**config.mk**
```make
export PLATFORM = sky130hd
export DESIGN_NAME = ranging_timing_budget_calc_unit_flat
export DESIGN_NICKNAME = d
export VERILOG_FILES = /design/src/sv/rtbc_pkg.sv /design/src/sv/rtbc_in_if.sv /design/src/sv/rtbc_out_if.sv /design/src/sv/ranging_timing_budget_calc_unit.sv /design/src/sv/rtbc_div.sv /design/src/flat_wrapper.sv
export SDC_FILE = /design/constraint.sdc
export NUM_CORES = 2
export LEC_CHECK = 0
export BUFFER_PORTS_ARGS = -buffer_cell sky130_fd_sc_hd__buf_2
export CORE_MARGIN = 2
export CORE_UTILIZATION = 57
export DETAILED_ROUTE_END_ITERATION = 7
export PLACE_DENSITY = 0.74
export SYNTH_ARGS = -nofsm -noshare
export SYNTH_HDL_FRONTEND = slang
export SYNTH_SLANG_ARGS = --single-unit
```
**constraint.sdc**
```tcl
create_clock -name clk -period 24.5 [get_ports clk]
set_clock_uncertainty 0.1 [all_clocks]
set_input_delay 4.9 -clock clk [delete_from_list [all_inputs] [get_ports clk]]
set_output_delay 4.9 -clock clk [all_outputs]
set_load 0.01 [all_outputs]
```
**src/sv/rtbc_pkg.sv**
```systemverilog
`timescale 1ns / 1ps

package rtbc_pkg;

  localparam int unsigned EN_W     = 8;
  localparam int unsigned PCODE_W  = 7;
  localparam int unsigned MCODE_W  = 8;
  localparam int unsigned TWORD_W  = 16;
  localparam int unsigned US_W     = 32;
  localparam int unsigned FCODE_W  = 13;
  localparam int unsigned STAT_W   = 2;
  localparam int unsigned MACRO_W  = 20;
  localparam int unsigned PART_W   = 22;

  typedef logic [STAT_W-1:0]  stat_t;
  typedef logic [TWORD_W-1:0] mclk_t;

  localparam stat_t STAT_OK        = 2'd0;
  localparam stat_t STAT_NO_FINAL  = 2'd1;
  localparam stat_t STAT_TOO_SMALL = 2'd2;

  localparam logic [31:0] OVH_START = 32'd1910;
  localparam logic [31:0] OVH_END   = 32'd960;
  localparam logic [31:0] OVH_MSRC  = 32'd660;
  localparam logic [31:0] OVH_TCC   = 32'd590;
  localparam logic [31:0] OVH_DSS2  = 32'd1380;
  localparam logic [31:0] OVH_PRE   = 32'd660;
  localparam logic [31:0] OVH_FINAL = 32'd550;

  localparam logic [PART_W-1:0] MACRO_SCALE = 22'd3813120;
  localparam logic [31:0]       ROUND_HALF  = 32'd500;
  localparam logic [31:0]       NS_PER_US   = 32'd1000;

  localparam int unsigned BIT_FINAL = 7;
  localparam int unsigned BIT_PRE   = 6;
  localparam int unsigned BIT_TCC   = 4;
  localparam int unsigned BIT_DSS   = 3;
  localparam int unsigned BIT_MSRC  = 2;

  function automatic logic [7:0] period_pclks(input logic [PCODE_W-1:0] code);
    logic [7:0] t;
    t = {1'b0, code} + 8'd1;
    return {t[6:0], 1'b0};
  endfunction

  function automatic mclk_t decode_word(input logic [TWORD_W-1:0] word);
    logic [15:0] v;
    v = 16'd0;
    if (word[15:12] == 4'd0) begin
      v = {8'd0, word[7:0]} << word[11:8];
    end
    return v + 16'd1;
  endfunction

endpackage

```
**src/sv/rtbc_in_if.sv**
```systemverilog
`timescale 1ns / 1ps

interface rtbc_in_if;
  logic                                valid;
  logic                                ready;
  logic [rtbc_pkg::EN_W-1:0]           step_enables;
  logic [rtbc_pkg::PCODE_W-1:0]        pre_period_code;
  logic [rtbc_pkg::PCODE_W-1:0]        final_period_code;
  logic [rtbc_pkg::MCODE_W-1:0]        msrc_timeout_code;
  logic [rtbc_pkg::TWORD_W-1:0]        pre_timeout_word;
  logic [rtbc_pkg::TWORD_W-1:0]        final_timeout_word;
  logic [rtbc_pkg::US_W-1:0]           requested_budget_us;

  modport source (
    output valid, step_enables, pre_period_code, final_period_code,
           msrc_timeout_code, pre_timeout_word, final_timeout_word, requested_budget_us,
    input  ready
  );

  modport sink (
    input  valid, step_enables, pre_period_code, final_period_code,
           msrc_timeout_code, pre_timeout_word, final_timeout_word, requested_budget_us,
    output ready
  );
endinterface

```
**src/sv/rtbc_out_if.sv**
```systemverilog
`timescale 1ns / 1ps

interface rtbc_out_if;
  logic                          valid;
  logic                          ready;
  logic [rtbc_pkg::US_W-1:0]     current_budget_us;
  logic [rtbc_pkg::FCODE_W-1:0]  new_final_code;
  logic [rtbc_pkg::STAT_W-1:0]   set_status;

  modport source (
    output valid, current_budget_us, new_final_code, set_status,
    input  ready
  );

  modport sink (
    input  valid, current_budget_us, new_final_code, set_status,
    output ready
  );
endinterface

```
**src/sv/ranging_timing_budget_calc_unit.sv**
```systemverilog
`timescale 1ns / 1ps

// Channel   Direction  Transfer when        Payload
// in_bus    sink       valid && ready       step enables, period codes, timeouts, request
// out_bus   source     valid && ready       current budget, final code, status
//
// One item at a time: a new input is taken only once the last one has left the sequencer.
// Five or six divisions run one after another on one radix-2 divider; the
// final-code normalize shifts the mantissa right until it fits in eight bits.
// in_bus.ready is high only while idle; a result waits in the output register
// and does not block the next input transfer, but the sequencer holds in its
// last step while that register is still full.
// Reset (rst_n low, synchronous) returns to idle with no result pending.

module ranging_timing_budget_calc_unit (
  input  logic         clk,
  input  logic         rst_n,
  rtbc_in_if.sink      in_bus,
  rtbc_out_if.source   out_bus
);

  localparam logic [2:0] ST_IDLE = 3'd0;
  localparam logic [2:0] ST_MUL  = 3'd1;
  localparam logic [2:0] ST_DIV  = 3'd2;
  localparam logic [2:0] ST_SUM  = 3'd3;
  localparam logic [2:0] ST_CHK  = 3'd4;
  localparam logic [2:0] ST_ENC  = 3'd5;
  localparam logic [2:0] ST_NORM = 3'd6;
  localparam logic [2:0] ST_OUT  = 3'd7;

  localparam logic [2:0] OP_PREMAC = 3'd0;
  localparam logic [2:0] OP_FINMAC = 3'd1;
  localparam logic [2:0] OP_MSRC   = 3'd2;
  localparam logic [2:0] OP_PRE    = 3'd3;
  localparam logic [2:0] OP_FIN    = 3'd4;
  localparam logic [2:0] OP_REQ    = 3'd5;

  localparam logic [1:0] SUM_TCC = 2'd0;
  localparam logic [1:0] SUM_DSS = 2'd1;
  localparam logic [1:0] SUM_PRE = 2'd2;

  logic [2:0]                           state_r, state_nxt;
  logic [2:0]                           op_r, op_nxt;
  logic [1:0]                           sum_k_r, sum_k_nxt;
  logic [rtbc_pkg::EN_W-1:0]            en_r, en_nxt;
  logic [rtbc_pkg::PCODE_W-1:0]         pre_code_r, pre_code_nxt;
  logic [rtbc_pkg::PCODE_W-1:0]         fin_code_r, fin_code_nxt;
  logic [rtbc_pkg::MCODE_W-1:0]         msrc_code_r, msrc_code_nxt;
  rtbc_pkg::mclk_t                      pre_mclks_r, pre_mclks_nxt;
  rtbc_pkg::mclk_t                      fin_mclks_r, fin_mclks_nxt;
  logic [31:0]                          req_r, req_nxt;
  logic [rtbc_pkg::MACRO_W-1:0]         pre_macro_r, pre_macro_nxt;
  logic [rtbc_pkg::MACRO_W-1:0]         fin_macro_r, fin_macro_nxt;
  logic [rtbc_pkg::PART_W-1:0]          msrc_us_r, msrc_us_nxt;
  logic [31:0]                          pre_us_r, pre_us_nxt;
  logic [31:0]                          used_r, used_nxt;
  logic [31:0]                          cur_r, cur_nxt;
  logic [31:0]                          m_r, m_nxt;
  logic [4:0]                           ms_r, ms_nxt;
  logic [rtbc_pkg::FCODE_W-1:0]         code_r, code_nxt;
  rtbc_pkg::stat_t                      status_r, status_nxt;
  logic                                 out_valid_r, out_valid_nxt;
  logic [31:0]                          out_cur_r, out_cur_nxt;
  logic [rtbc_pkg::FCODE_W-1:0]         out_code_r, out_code_nxt;
  rtbc_pkg::stat_t                      out_status_r, out_status_nxt;

  logic [31:0]                          mul_a;
  logic [rtbc_pkg::PART_W-1:0]          mul_b;
  logic [31:0]                          mul_c;
  logic [53:0]                          prod_full;
  logic [31:0]                          div_num;
  logic [31:0]                          div_den;
  logic                                 div_start;
  logic                                 div_done;
  logic [31:0]                          div_quot;

  logic en_final, en_pre, en_tcc, en_dss, en_msrc;

  assign en_final = en_r[rtbc_pkg::BIT_FINAL];
  assign en_pre   = en_r[rtbc_pkg::BIT_PRE];
  assign en_tcc   = en_r[rtbc_pkg::BIT_TCC];
  assign en_dss   = en_r[rtbc_pkg::BIT_DSS];
  assign en_msrc  = en_r[rtbc_pkg::BIT_MSRC];

  always_comb begin
    mul_a   = 32'd0;
    mul_b   = rtbc_pkg::MACRO_SCALE;
    mul_c   = rtbc_pkg::ROUND_HALF;
    div_den = rtbc_pkg::NS_PER_US;
    case (op_r)
      OP_PREMAC: mul_a = {24'd0, rtbc_pkg::period_pclks(pre_code_r)};
      OP_FINMAC: mul_a = {24'd0, rtbc_pkg::period_pclks(fin_code_r)};
      OP_MSRC: begin
        mul_a = {23'd0, {1'b0, msrc_code_r} + 9'd1};
        mul_b = {2'd0, pre_macro_r};
      end
      OP_PRE: begin
        mul_a = {16'd0, pre_mclks_r};
        mul_b = {2'd0, pre_macro_r};
      end
      OP_FIN: begin
        mul_a = {16'd0, fin_mclks_r};
        mul_b = {2'd0, fin_macro_r};
      end
      OP_REQ: begin
        mul_a   = req_r;
        mul_b   = rtbc_pkg::NS_PER_US[rtbc_pkg::PART_W-1:0];
        mul_c   = {13'd0, fin_macro_r[rtbc_pkg::MACRO_W-1:1]};
        div_den = {12'd0, fin_macro_r};
      end
      default: mul_a = 32'd0;
    endcase
  end

  assign prod_full = mul_a * mul_b;
  assign div_num   = prod_full[31:0] + mul_c;

  rtbc_div u_div (
    .clk   (clk),
    .rst_n (rst_n),
    .start (div_start),
    .num   (div_num),
    .den   (div_den),
    .done  (div_done),
    .quot  (div_quot)
  );

  always_comb begin
    state_nxt      = state_r;
    op_nxt         = op_r;
    sum_k_nxt      = sum_k_r;
    en_nxt         = en_r;
    pre_code_nxt   = pre_code_r;
    fin_code_nxt   = fin_code_r;
    msrc_code_nxt  = msrc_code_r;
    pre_mclks_nxt  = pre_mclks_r;
    fin_mclks_nxt  = fin_mclks_r;
    req_nxt        = req_r;
    pre_macro_nxt  = pre_macro_r;
    fin_macro_nxt  = fin_macro_r;
    msrc_us_nxt    = msrc_us_r;
    pre_us_nxt     = pre_us_r;
    used_nxt       = used_r;
    cur_nxt        = cur_r;
    m_nxt          = m_r;
    ms_nxt         = ms_r;
    code_nxt       = code_r;
    status_nxt     = status_r;
    out_valid_nxt  = out_valid_r;
    out_cur_nxt    = out_cur_r;
    out_code_nxt   = out_code_r;
    out_status_nxt = out_status_r;
    div_start      = 1'b0;

    if (out_valid_r && out_bus.ready) begin
      out_valid_nxt = 1'b0;
    end

    unique case (state_r)
      ST_IDLE: begin
        if (in_bus.valid) begin
          en_nxt        = in_bus.step_enables;
          pre_code_nxt  = in_bus.pre_period_code;
          fin_code_nxt  = in_bus.final_period_code;
          msrc_code_nxt = in_bus.msrc_timeout_code;
          pre_mclks_nxt = rtbc_pkg::decode_word(in_bus.pre_timeout_word);
          fin_mclks_nxt = rtbc_pkg::decode_word(in_bus.final_timeout_word);
          req_nxt       = in_bus.requested_budget_us;
          used_nxt      = rtbc_pkg::OVH_START + rtbc_pkg::OVH_END;
          op_nxt        = OP_PREMAC;
          state_nxt     = ST_MUL;
        end
      end
      ST_MUL: begin
        div_start = 1'b1;
        state_nxt = ST_DIV;
      end
      ST_DIV: begin
        if (div_done) begin
          case (op_r)
            OP_PREMAC: begin
              pre_macro_nxt = div_quot[rtbc_pkg::MACRO_W-1:0];
              op_nxt        = OP_FINMAC;
              state_nxt     = ST_MUL;
            end
            OP_FINMAC: begin
              fin_macro_nxt = div_quot[rtbc_pkg::MACRO_W-1:0];
              op_nxt        = OP_MSRC;
              state_nxt     = ST_MUL;
            end
            OP_MSRC: begin
              msrc_us_nxt = div_quot[rtbc_pkg::PART_W-1:0];
              op_nxt      = OP_PRE;
              state_nxt   = ST_MUL;
            end
            OP_PRE: begin
              pre_us_nxt = div_quot;
              sum_k_nxt  = SUM_TCC;
              state_nxt  = ST_SUM;
            end
            OP_FIN: begin
              cur_nxt   = en_final
                        ? used_r + div_quot + rtbc_pkg::OVH_FINAL
                        : used_r;
              used_nxt  = used_r + rtbc_pkg::OVH_FINAL;
              state_nxt = ST_CHK;
            end
            OP_REQ: begin
              m_nxt     = div_quot + (en_pre ? {16'd0, pre_mclks_r} : 32'd0);
              state_nxt = ST_ENC;
            end
            default: state_nxt = ST_IDLE;
          endcase
        end
      end
      ST_SUM: begin
        priority case (sum_k_r)
          SUM_TCC: begin
            if (en_tcc) begin
              used_nxt = used_r + {10'd0, msrc_us_r} + rtbc_pkg::OVH_TCC;
            end
            sum_k_nxt = SUM_DSS;
          end
          SUM_DSS: begin
            priority if (en_dss) begin
              used_nxt = used_r + {9'd0, msrc_us_r, 1'b0} + rtbc_pkg::OVH_DSS2;
            end else if (en_msrc) begin
              used_nxt = used_r + {10'd0, msrc_us_r} + rtbc_pkg::OVH_MSRC;
            end
            sum_k_nxt = SUM_PRE;
          end
          default: begin
            if (en_pre) begin
              used_nxt      = used_r + pre_us_r + rtbc_pkg::OVH_PRE;
              fin_mclks_nxt = fin_mclks_r - pre_mclks_r;
            end
            op_nxt    = OP_FIN;
            state_nxt = ST_MUL;
          end
        endcase
      end
      ST_CHK: begin
        priority if (!en_final) begin
          status_nxt = rtbc_pkg::STAT_NO_FINAL;
          code_nxt   = '0;
          state_nxt  = ST_OUT;
        end else if (used_r > req_r) begin
          status_nxt = rtbc_pkg::STAT_TOO_SMALL;
          code_nxt   = '0;
          state_nxt  = ST_OUT;
        end else begin
          req_nxt   = req_r - used_r;
          op_nxt    = OP_REQ;
          state_nxt = ST_MUL;
        end
      end
      ST_ENC: begin
        status_nxt = rtbc_pkg::STAT_OK;
        if (m_r == 32'd0) begin
          code_nxt  = '0;
          state_nxt = ST_OUT;
        end else begin
          m_nxt     = m_r - 32'd1;
          ms_nxt    = 5'd0;
          state_nxt = ST_NORM;
        end
      end
      ST_NORM: begin
        if (m_r[31:8] != 24'd0) begin
          m_nxt  = {1'b0, m_r[31:1]};
          ms_nxt = ms_r + 5'd1;
        end else begin
          code_nxt  = {ms_r, m_r[7:0]};
          state_nxt = ST_OUT;
        end
      end
      ST_OUT: begin
        if (!out_valid_r || out_bus.ready) begin
          out_cur_nxt    = cur_r;
          out_code_nxt   = code_r;
          out_status_nxt = status_r;
          out_valid_nxt  = 1'b1;
          state_nxt      = ST_IDLE;
        end
      end
    endcase
  end

  always_ff @(posedge clk) begin
    if (!rst_n) begin
      state_r     <= ST_IDLE;
      op_r        <= OP_PREMAC;
      sum_k_r     <= SUM_TCC;
      out_valid_r <= 1'b0;
    end else begin
      state_r     <= state_nxt;
      op_r        <= op_nxt;
      sum_k_r     <= sum_k_nxt;
      out_valid_r <= out_valid_nxt;
    end
  end

  always_ff @(posedge clk) begin
    en_r         <= en_nxt;
    pre_code_r   <= pre_code_nxt;
    fin_code_r   <= fin_code_nxt;
    msrc_code_r  <= msrc_code_nxt;
    pre_mclks_r  <= pre_mclks_nxt;
    fin_mclks_r  <= fin_mclks_nxt;
    req_r        <= req_nxt;
    pre_macro_r  <= pre_macro_nxt;
    fin_macro_r  <= fin_macro_nxt;
    msrc_us_r    <= msrc_us_nxt;
    pre_us_r     <= pre_us_nxt;
    used_r       <= used_nxt;
    cur_r        <= cur_nxt;
    m_r          <= m_nxt;
    ms_r         <= ms_nxt;
    code_r       <= code_nxt;
    status_r     <= status_nxt;
    out_cur_r    <= out_cur_nxt;
    out_code_r   <= out_code_nxt;
    out_status_r <= out_status_nxt;
  end

  assign in_bus.ready              = (state_r == ST_IDLE);
  assign out_bus.valid             = out_valid_r;
  assign out_bus.current_budget_us = out_cur_r;
  assign out_bus.new_final_code    = out_code_r;
  assign out_bus.set_status        = out_status_r;

`ifndef SYNTHESIS
  a_code_zero_on_error: assert property (@(posedge clk) disable iff (!rst_n)
    out_valid_r && (out_status_r != rtbc_pkg::STAT_OK) |-> out_code_r == '0)
    else $error("final code not zero on error status");

  a_accept_starts_seq: assert property (@(posedge clk) disable iff (!rst_n)
    in_bus.valid && in_bus.ready |=> state_r == ST_MUL && op_r == OP_PREMAC)
    else $error("sequencer did not start after input transfer");

  a_div_done_in_wait: assert property (@(posedge clk) disable iff (!rst_n)
    div_done |-> state_r == ST_DIV)
    else $error("divider finished outside the wait state");

  a_norm_bound: assert property (@(posedge clk) disable iff (!rst_n)
    state_r == ST_NORM |-> ms_r <= 5'd24)
    else $error("exponent overran during normalize");

  a_out_hold_state: assert property (@(posedge clk) disable iff (!rst_n)
    state_r == ST_OUT && out_valid_r && !out_bus.ready |=> state_r == ST_OUT)
    else $error("pending result overwritten");
`endif

endmodule

```
**src/sv/rtbc_div.sv**
```systemverilog
`timescale 1ns / 1ps

module rtbc_div (
  input  logic        clk,
  input  logic        rst_n,
  input  logic        start,
  input  logic [31:0] num,
  input  logic [31:0] den,
  output logic        done,
  output logic [31:0] quot
);

  logic [31:0] rem_r, rem_nxt;
  logic [31:0] quo_r, quo_nxt;
  logic [31:0] den_r, den_nxt;
  logic [4:0]  cnt_r, cnt_nxt;
  logic        busy_r, busy_nxt;
  logic        done_r, done_nxt;
  logic [32:0] trial;
  logic [32:0] diff;
  logic        ge;

  assign trial = {rem_r, quo_r[31]};
  assign diff  = trial - {1'b0, den_r};
  assign ge    = trial >= {1'b0, den_r};

  always_comb begin
    rem_nxt  = rem_r;
    quo_nxt  = quo_r;
    den_nxt  = den_r;
    cnt_nxt  = cnt_r;
    busy_nxt = busy_r;
    done_nxt = 1'b0;
    if (start) begin
      rem_nxt  = 32'd0;
      quo_nxt  = num;
      den_nxt  = den;
      cnt_nxt  = 5'd0;
      busy_nxt = 1'b1;
    end else if (busy_r) begin
      rem_nxt = ge ? diff[31:0] : trial[31:0];
      quo_nxt = {quo_r[30:0], ge};
      cnt_nxt = cnt_r + 5'd1;
      if (cnt_r == 5'd31) begin
        busy_nxt = 1'b0;
        done_nxt = 1'b1;
      end
    end
  end

  always_ff @(posedge clk) begin
    if (!rst_n) begin
      busy_r <= 1'b0;
      done_r <= 1'b0;
      cnt_r  <= 5'd0;
    end else begin
      busy_r <= busy_nxt;
      done_r <= done_nxt;
      cnt_r  <= cnt_nxt;
    end
  end

  always_ff @(posedge clk) begin
    rem_r <= rem_nxt;
    quo_r <= quo_nxt;
    den_r <= den_nxt;
  end

  assign done = done_r;
  assign quot = quo_r;

endmodule

```
**src/flat_wrapper.sv**
```systemverilog
// flat-port wrapper written by rule: the top's interface ports become plain ports
module ranging_timing_budget_calc_unit_flat 
  (clk, rst_n, in_bus_valid, in_bus_step_enables, in_bus_pre_period_code, in_bus_final_period_code, in_bus_msrc_timeout_code, in_bus_pre_timeout_word, in_bus_final_timeout_word, in_bus_requested_budget_us, in_bus_ready, out_bus_valid, out_bus_current_budget_us, out_bus_new_final_code, out_bus_set_status, out_bus_ready);
  rtbc_in_if in_bus_i ();
  rtbc_out_if out_bus_i ();
  input  logic clk;
  input  logic rst_n;
  input wire logic [$bits(in_bus_i.valid)-1:0] in_bus_valid;
  input wire logic [$bits(in_bus_i.step_enables)-1:0] in_bus_step_enables;
  input wire logic [$bits(in_bus_i.pre_period_code)-1:0] in_bus_pre_period_code;
  input wire logic [$bits(in_bus_i.final_period_code)-1:0] in_bus_final_period_code;
  input wire logic [$bits(in_bus_i.msrc_timeout_code)-1:0] in_bus_msrc_timeout_code;
  input wire logic [$bits(in_bus_i.pre_timeout_word)-1:0] in_bus_pre_timeout_word;
  input wire logic [$bits(in_bus_i.final_timeout_word)-1:0] in_bus_final_timeout_word;
  input wire logic [$bits(in_bus_i.requested_budget_us)-1:0] in_bus_requested_budget_us;
  output wire logic [$bits(in_bus_i.ready)-1:0] in_bus_ready;
  output wire logic [$bits(out_bus_i.valid)-1:0] out_bus_valid;
  output wire logic [$bits(out_bus_i.current_budget_us)-1:0] out_bus_current_budget_us;
  output wire logic [$bits(out_bus_i.new_final_code)-1:0] out_bus_new_final_code;
  output wire logic [$bits(out_bus_i.set_status)-1:0] out_bus_set_status;
  input wire logic [$bits(out_bus_i.ready)-1:0] out_bus_ready;
  assign in_bus_i.valid = in_bus_valid;
  assign in_bus_i.step_enables = in_bus_step_enables;
  assign in_bus_i.pre_period_code = in_bus_pre_period_code;
  assign in_bus_i.final_period_code = in_bus_final_period_code;
  assign in_bus_i.msrc_timeout_code = in_bus_msrc_timeout_code;
  assign in_bus_i.pre_timeout_word = in_bus_pre_timeout_word;
  assign in_bus_i.final_timeout_word = in_bus_final_timeout_word;
  assign in_bus_i.requested_budget_us = in_bus_requested_budget_us;
  assign in_bus_ready = in_bus_i.ready;
  assign out_bus_valid = out_bus_i.valid;
  assign out_bus_current_budget_us = out_bus_i.current_budget_us;
  assign out_bus_new_final_code = out_bus_i.new_final_code;
  assign out_bus_set_status = out_bus_i.set_status;
  assign out_bus_i.ready = out_bus_ready;
  ranging_timing_budget_calc_unit u_core (.clk(clk), .rst_n(rst_n), .in_bus(in_bus_i), .out_bus(out_bus_i));
endmodule
```
Yosys cells after proc, flatten, opt, wreduce, memory -nomap -nowiden
Index checks and enable logic that the tools add are counted.

word-level totals
  register bits = 463
  latch bits = 0
  bits in writable memories = 0
  bits in read-only memories = 0
  bits of input ports = 98
  output and inout port bits = 49
  logic and storage cells = 213
  memories = 0

cells by class
  add/sub/neg operators = 23
  multiply operators = 1
  div/mod/pow operators = 0
  $lt $le $gt $ge = 2
  equality and inequality tests = 34
  shift-type cells = 2
  muxes and demuxes = 76
  bitwise operators = 2
  reductions and logical operators = 42

operators with widths
  cell                                                                   number
  32-bit 2-to-1 mux                                                      18
  32-bit case mux with 3 select lines                                    2
  32-bit case mux with 6 select lines                                    1
  32-bit by 10-bit adder with 32-bit output (second input constant)      5
  16-bit 2-to-1 mux                                                      10
  32-bit case mux with 2 select lines                                    2
  32-bit adder                                                           3
  22-bit case mux with 3 select lines                                    1
  32-bit subtractor                                                      2
  13-bit 2-to-1 mux                                                      4
  13-bit case mux with 3 select lines                                    1
  3-bit 2-to-1 mux                                                       12
  33-bit by 32-bit greater-or-equal comparator with 1-bit output         1
  16-bit by 1-bit adder with 16-bit output (second input constant)       2
  32-bit by 11-bit adder with 32-bit output (second input constant)      1
  32-bit by 19-bit adder with 32-bit output                              1
  32-bit by 22-bit adder with 32-bit output                              1
  32-bit by 23-bit adder with 32-bit output                              1
  32-bit > comparator                                                    1
  32-bit zero test                                                       1
  32-bit by 22-bit multiplier with 32-bit output                         1
  16-bit case mux with 2 select lines                                    1
  8-bit by 4-bit left shift with 16-bit output                           2
  32-bit by 1-bit subtractor with 32-bit output (second input constant)  1
  other kinds (43)                                                       107

Depth between registers and ports, before layout
  word-level depth = 7
  gate-level depth with buffers = 38
  gate-level depth less buffers = 36

Cells and area by module
From an unflattened synthesis, not the netlist that was laid out.

unflattened totals
  cells, all modules = 5108
  area, all modules = 47626.9 um2

by module, submodules not included
  module                           instances  cells an instance  area each (um2)
  ranging_timing_budget_calc_unit  1          4529               41782.6
  rtbc_div                         1          579                5844.4

Least setup slack after synthesis
Ideal clock, no wire load.

  kind = flip-flop to flip-flop
  from = register u_core.op_r[0]
  to = register u_core.u_div.quo_r[30] (netlist: u_core.u_div.quot[30]), data pin
  setup time = 267 ps
  arrival time = 8474 ps
  path slack = 15659 ps
  stages on the path, launching flop included = 36
  buffers on the path = 2
  clock period less this slack = 8841 ps
  cell sequence = dfxtp_1 clkbuf_1 nand2b_1 nor2_1 mux2_2 ha_1 and3_1 xnor2_1 nand2_1 o211ai_1 clkbuf_1 and2_1 fa_1 inv_1 fa_1 inv_1 fa_1 fa_1 fa_1 fa_1 inv_1 fa_1 inv_1 ha_1 a21o_1 a21o_1 a21o_1 a21o_1 a21o_1 or3_1 a31oi_1 nor3_1 o31ai_1 nand2b_1 xnor2_1 o21ai_0

between the ends
  word-level cells in the longest chain between the ends = 6
  elaborated cells on any way between the ends = 13
  classes of those cells = add/sub (1); mul (1); eq/ne (5); mux (4); reduce/logical (2)

RTL lines
  element                                         RTL line                                text
  from (decl)                                     ranging_timing_budget_calc_unit.sv:43   logic [2:0] op_r, op_nxt;
  from (signal assigned)                          ranging_timing_budget_calc_unit.sv:297  op_r <= op_nxt;
  3-bit by 2-bit == test with 1-bit output        ranging_timing_budget_calc_unit.sv:90   case (op_r)
  2-bit OR reduction (no line)                    -
  22-bit case mux with 3 select lines             ranging_timing_budget_calc_unit.sv:90
  32-bit by 22-bit multiplier with 32-bit output  ranging_timing_budget_calc_unit.sv:115  assign prod_full = mul_a * mul_b;
  32-bit by 19-bit adder with 32-bit output *     ranging_timing_budget_calc_unit.sv:116  assign div_num = prod_full[31:0] + mul_c;
  32-bit 2-to-1 mux *                             rtbc_div.sv:34                          if (start) begin
  named net u_core.u_div.quo_nxt[30]              rtbc_div.sv:14                          logic [31:0] quo_r, quo_nxt;
  to (signal assigned)                            rtbc_div.sv:65                          quo_r <= quo_nxt;
  to (decl)                                       rtbc_div.sv:14

Mark *: on every way through the listed nets, which the timed path passes. The rest lies on a longest branch.
A chain may end at the register's enable or synchronous reset.

Worst setup path after layout
  from = register u_core.op_r[1]
  to = register u_core.u_div.quo_r[31] (netlist: u_core.u_div.quot[31]), data pin

Same word-level chain as after synthesis.

==> results.json <==
{
  "worstPathMaxFanout": 16,
  "wl_per_cell_um": 21.37,
  "synthCells": 5017,
  "avgSynthCellArea_um2": 9.275,
  "synth_edf_count": 400,
  "drv_cap": 0,
  "worst_pin_slew_ps": 1090,
  "antenna_left": 0,
  "start_kind": "flop",
  "rsz0062_at_grt": "no",
  "grt_pass1_vias": 36323,
  "synth_xor_area_share_pct": 6.483,
  "drc": 0,
  "numCtsBuffers": 49,
  "grt_max_degree": 92,
  "ctsLongestPathBuffers": 3,
  "fill_cells": 6803,
  "fmaxAchievable_mhz": 91.60,
  "worstPathRequired_ps": 24720,
  "cpMostUsedCell": "fa_1",
  "port_buffers": 143,
  "yosys.area_share.simple_pct": 14.77,
  "synth_top_flop_cell": "edfxtp_1",
  "finalHoldViolations": 0,
  "finalSetupTns_ps": 0,
  "slew_headroom_pct": 27.16,
  "ys_async_sr_fraction_pct": 0,
  "postCtsSetupRepairBufs": 0,
  "drt-total-wl_um": 134100,
  "ys_seq_elements": 448,
  "cts_root_buf": "clkbuf_16",
  "cp-end-kind": "flop",
  "htreeDepth": 2,
  "clk_pin_slew_ps": 60,
  "viasPerCell": 6.038,
  "insertion_delay_ps": 620,
  "synth_top_family_by_area": "adder cells",
  "setup_viol": 0,
  "synth_cell_types": 104,
  "diodes": 0,
  "max_stage_delay_ps": 690,
  "grt_util_all_layers_pct": 32.16,
  "nets": 6059,
  "cts_num_sinks": 448,
  "yosysSeqAreaShare_pct": 27.88,
  "place.gp.congestion": 0.9683,
  "rows": 104,
  "status": "finished, final reports clean",
  "period_share_pct": 44.56,
  "core_um2": 80680,
  "critPathSlowestCell": "o21ai_0",
  "slew_violations": 0,
  "arrival_ps": 11140,
  "drt_iter0_markers": 4139,
  "yosysWarningCount": 0,
  "ctsResizeCount": 0,
  "hold_buffers": 0,
  "hold_path.class": "reg -> reg",
  "die_h_um": 289.7,
  "die_w_um": 289.7,
  "ioPinCount": 147,
  "antenna_found_initial": 7,
  "syn_to_final_growth_pct": 8.494,
  "firstDrtPassIters": 8,
  "grt_pass1_wl_um": 206300,
  "synth_area_um2": 46530,
  "crit_type": "reg -> reg",
  "dieArea_um2": 83930,
  "synthMuxAreaShare_pct": 1.146,
  "start_util_pct": 57.68,
  "synthAdderAreaFrac_pct": 27.53,
  "drive_above_1_share_pct": 7.514,
  "grt_overflow": 0,
  "layout_min_cycle_time_ps": 10920,
  "synth_compound_area_share_pct": 15.59,
  "via_count": 37902,
  "tritoncts": "yes",
  "hpwl_um": 107000
}
==> path summary, 6_finish.rpt <==
kind	from	endpoint	slack (ps)	cells after the start
max	u_core.op_r[1]$_SDFFE_PN0P_	u_core.u_div.quot[31]$_DFFE_PP_	13580	32
min	u_core.cur_r[9]$_DFFE_PP_	u_core.out_bus.current_budget_us[9]$_DFFE_PP_	310	0
max reg2reg	u_core.op_r[1]$_SDFFE_PN0P_	u_core.u_div.quot[31]$_DFFE_PP_	13580	32
min reg2reg	u_core.cur_r[9]$_DFFE_PP_	u_core.out_bus.current_budget_us[9]$_DFFE_PP_	310	0
==> cell usage in the layout (no fill, tap or decap), types with 36 or more instances in the layout <==
| cell | n |
|---|---|
| and2_1 | 93 |
| nor2b_1 | 36 |
| nor2_1 | 317 |
| nor3_1 | 77 |
| edfxtp_1 | 400 |
| xor2_1 | 113 |
| clkbuf_16 | 50 |
| conb_1 | 75 |
| nand2_1 | 606 |
| a211oi_1 | 38 |
| and3_1 | 45 |
| a21oi_1 | 251 |
| nand3_1 | 88 |
| buf_2 | 143 |
| ha_1 | 387 |
| a21o_1 | 87 |
| o21a_1 | 42 |
| inv_1 | 635 |
| dfxtp_1 | 47 |
| buf_4 | 67 |
| nand2b_1 | 46 |
| fa_1 | 398 |
| o21ai_0 | 281 |
| xnor2_1 | 224 |
==> kinds of logic after synthesis <==
group                    Yosys count
buffers and inverters            812
multiplexers                      51
flip-flops                       448
XOR/XNOR                         341
AO/OA/AOI/OAI                   1097
AND/OR/NAND/NOR                 1481
adder cells (fa/ha/maj)          785
other                              2
==> per-layer routing <==
metal | vias up | wire (um) | track usage (%)
met5 | - | 42 | 0
met4 | 6 | 5628 | 12.40
met3 | 322 | 15290 | 7.983
met2 | 1818 | 57830 | 48.23
met1 | 18200 | 55340 | 45.03
li1 | 17556 | - | -
==> cells in the mapped netlist, types with 17 or more instances <==
master	count	share of area [%]
a211oi_1	38	0.61
a21boi_0	24	0.39
a21o_1	87	1.4
a21oi_1	251	2.7
a22oi_1	27	0.44
a31oi_1	26	0.35
and2_1	94	1.3
and3_1	45	0.61
clkbuf_1	154	1.2
dfxtp_1	48	2.1
edfxtp_1	400	26
fa_1	398	17
ha_1	387	10
inv_1	635	5.1
mux2_2	17	0.41
mux2i_1	33	0.71
nand2_1	608	4.9
nand2b_1	46	0.62
nand3_1	88	0.95
nand4_1	30	0.40
nor2_1	323	2.6
nor2b_1	38	0.51
nor3_1	78	0.84
nor4_1	30	0.40
o211ai_1	30	0.48
o21a_1	42	0.68
o21ai_0	283	3.0
o21bai_1	24	0.39
o221ai_1	30	0.56
o22ai_1	33	0.44
o31ai_1	26	0.42
or3_1	35	0.47
xnor2_1	224	4.2
xor2_1	113	2.1
==> cell type report <==
| class | instances | area [um^2] | area share (%) |
|---|---|---|---|
| clock buffers | 52 | 1259 | 2.493 |
| inverters | 637 | 2391 | 4.736 |
| flip-flops and latches | 448 | 12970 | 25.70 |
| well taps | 1060 | 1326 | 2.627 |
| clock inverters | 40 | 460.4 | 0.9121 |
| multi-input cells | 3830 | 30850 | 61.12 |
| repair buffers | 210 | 1219 | 2.414 |
==> sequential cells by signal, summed over array words and instances (netlist names), 20 cells and up <==
signal,flops
u_core.m_r,32
u_core.fin_macro_r,20
u_core.u_div.quot,32
u_core.req_r,32
u_core.msrc_us_r,22
u_core.u_div.rem_r,32
u_core.used_r,32
u_core.pre_us_r,32
u_core.cur_r,32
u_core.pre_macro_r,20
u_core.out_bus.current_budget_us,32
u_core.u_div.den_r,20
==> critical path, delay by kind of cell (launching register included) <==
kind            cells  cell delay (ps)
compound gates     11             3600
xor+xnor            1              320
fa+ha+maj           9             4160
buf+inv             6              560
flops               1              380
mux                 1              410
simple gates        4             1070
==> per-stage QoR <==
stage / util [%] / hold WS (ps) / setup slack [ps] / cells / cell area, um^2
after floorplan: - / 300.3 / 15660 / 5090 / 46800
after global placement: 60.44 / 302.4 / 13870 / 6185 / 48760
after detailed placement: 60.44 / 304.5 / 13760 / 6185 / 48760
after CTS: 62.57 / 310.6 / 13710 / 6277 / 50480
after global routing: 62.57 / 314.8 / 13090 / 6277 / 50480
final: 62.57 / 310.0 / 13580 / 6277 / 50480
Power is left out: the tool's default activity adds up to more than one toggle a clock period on the data nets, which glitch-free logic cannot reach.
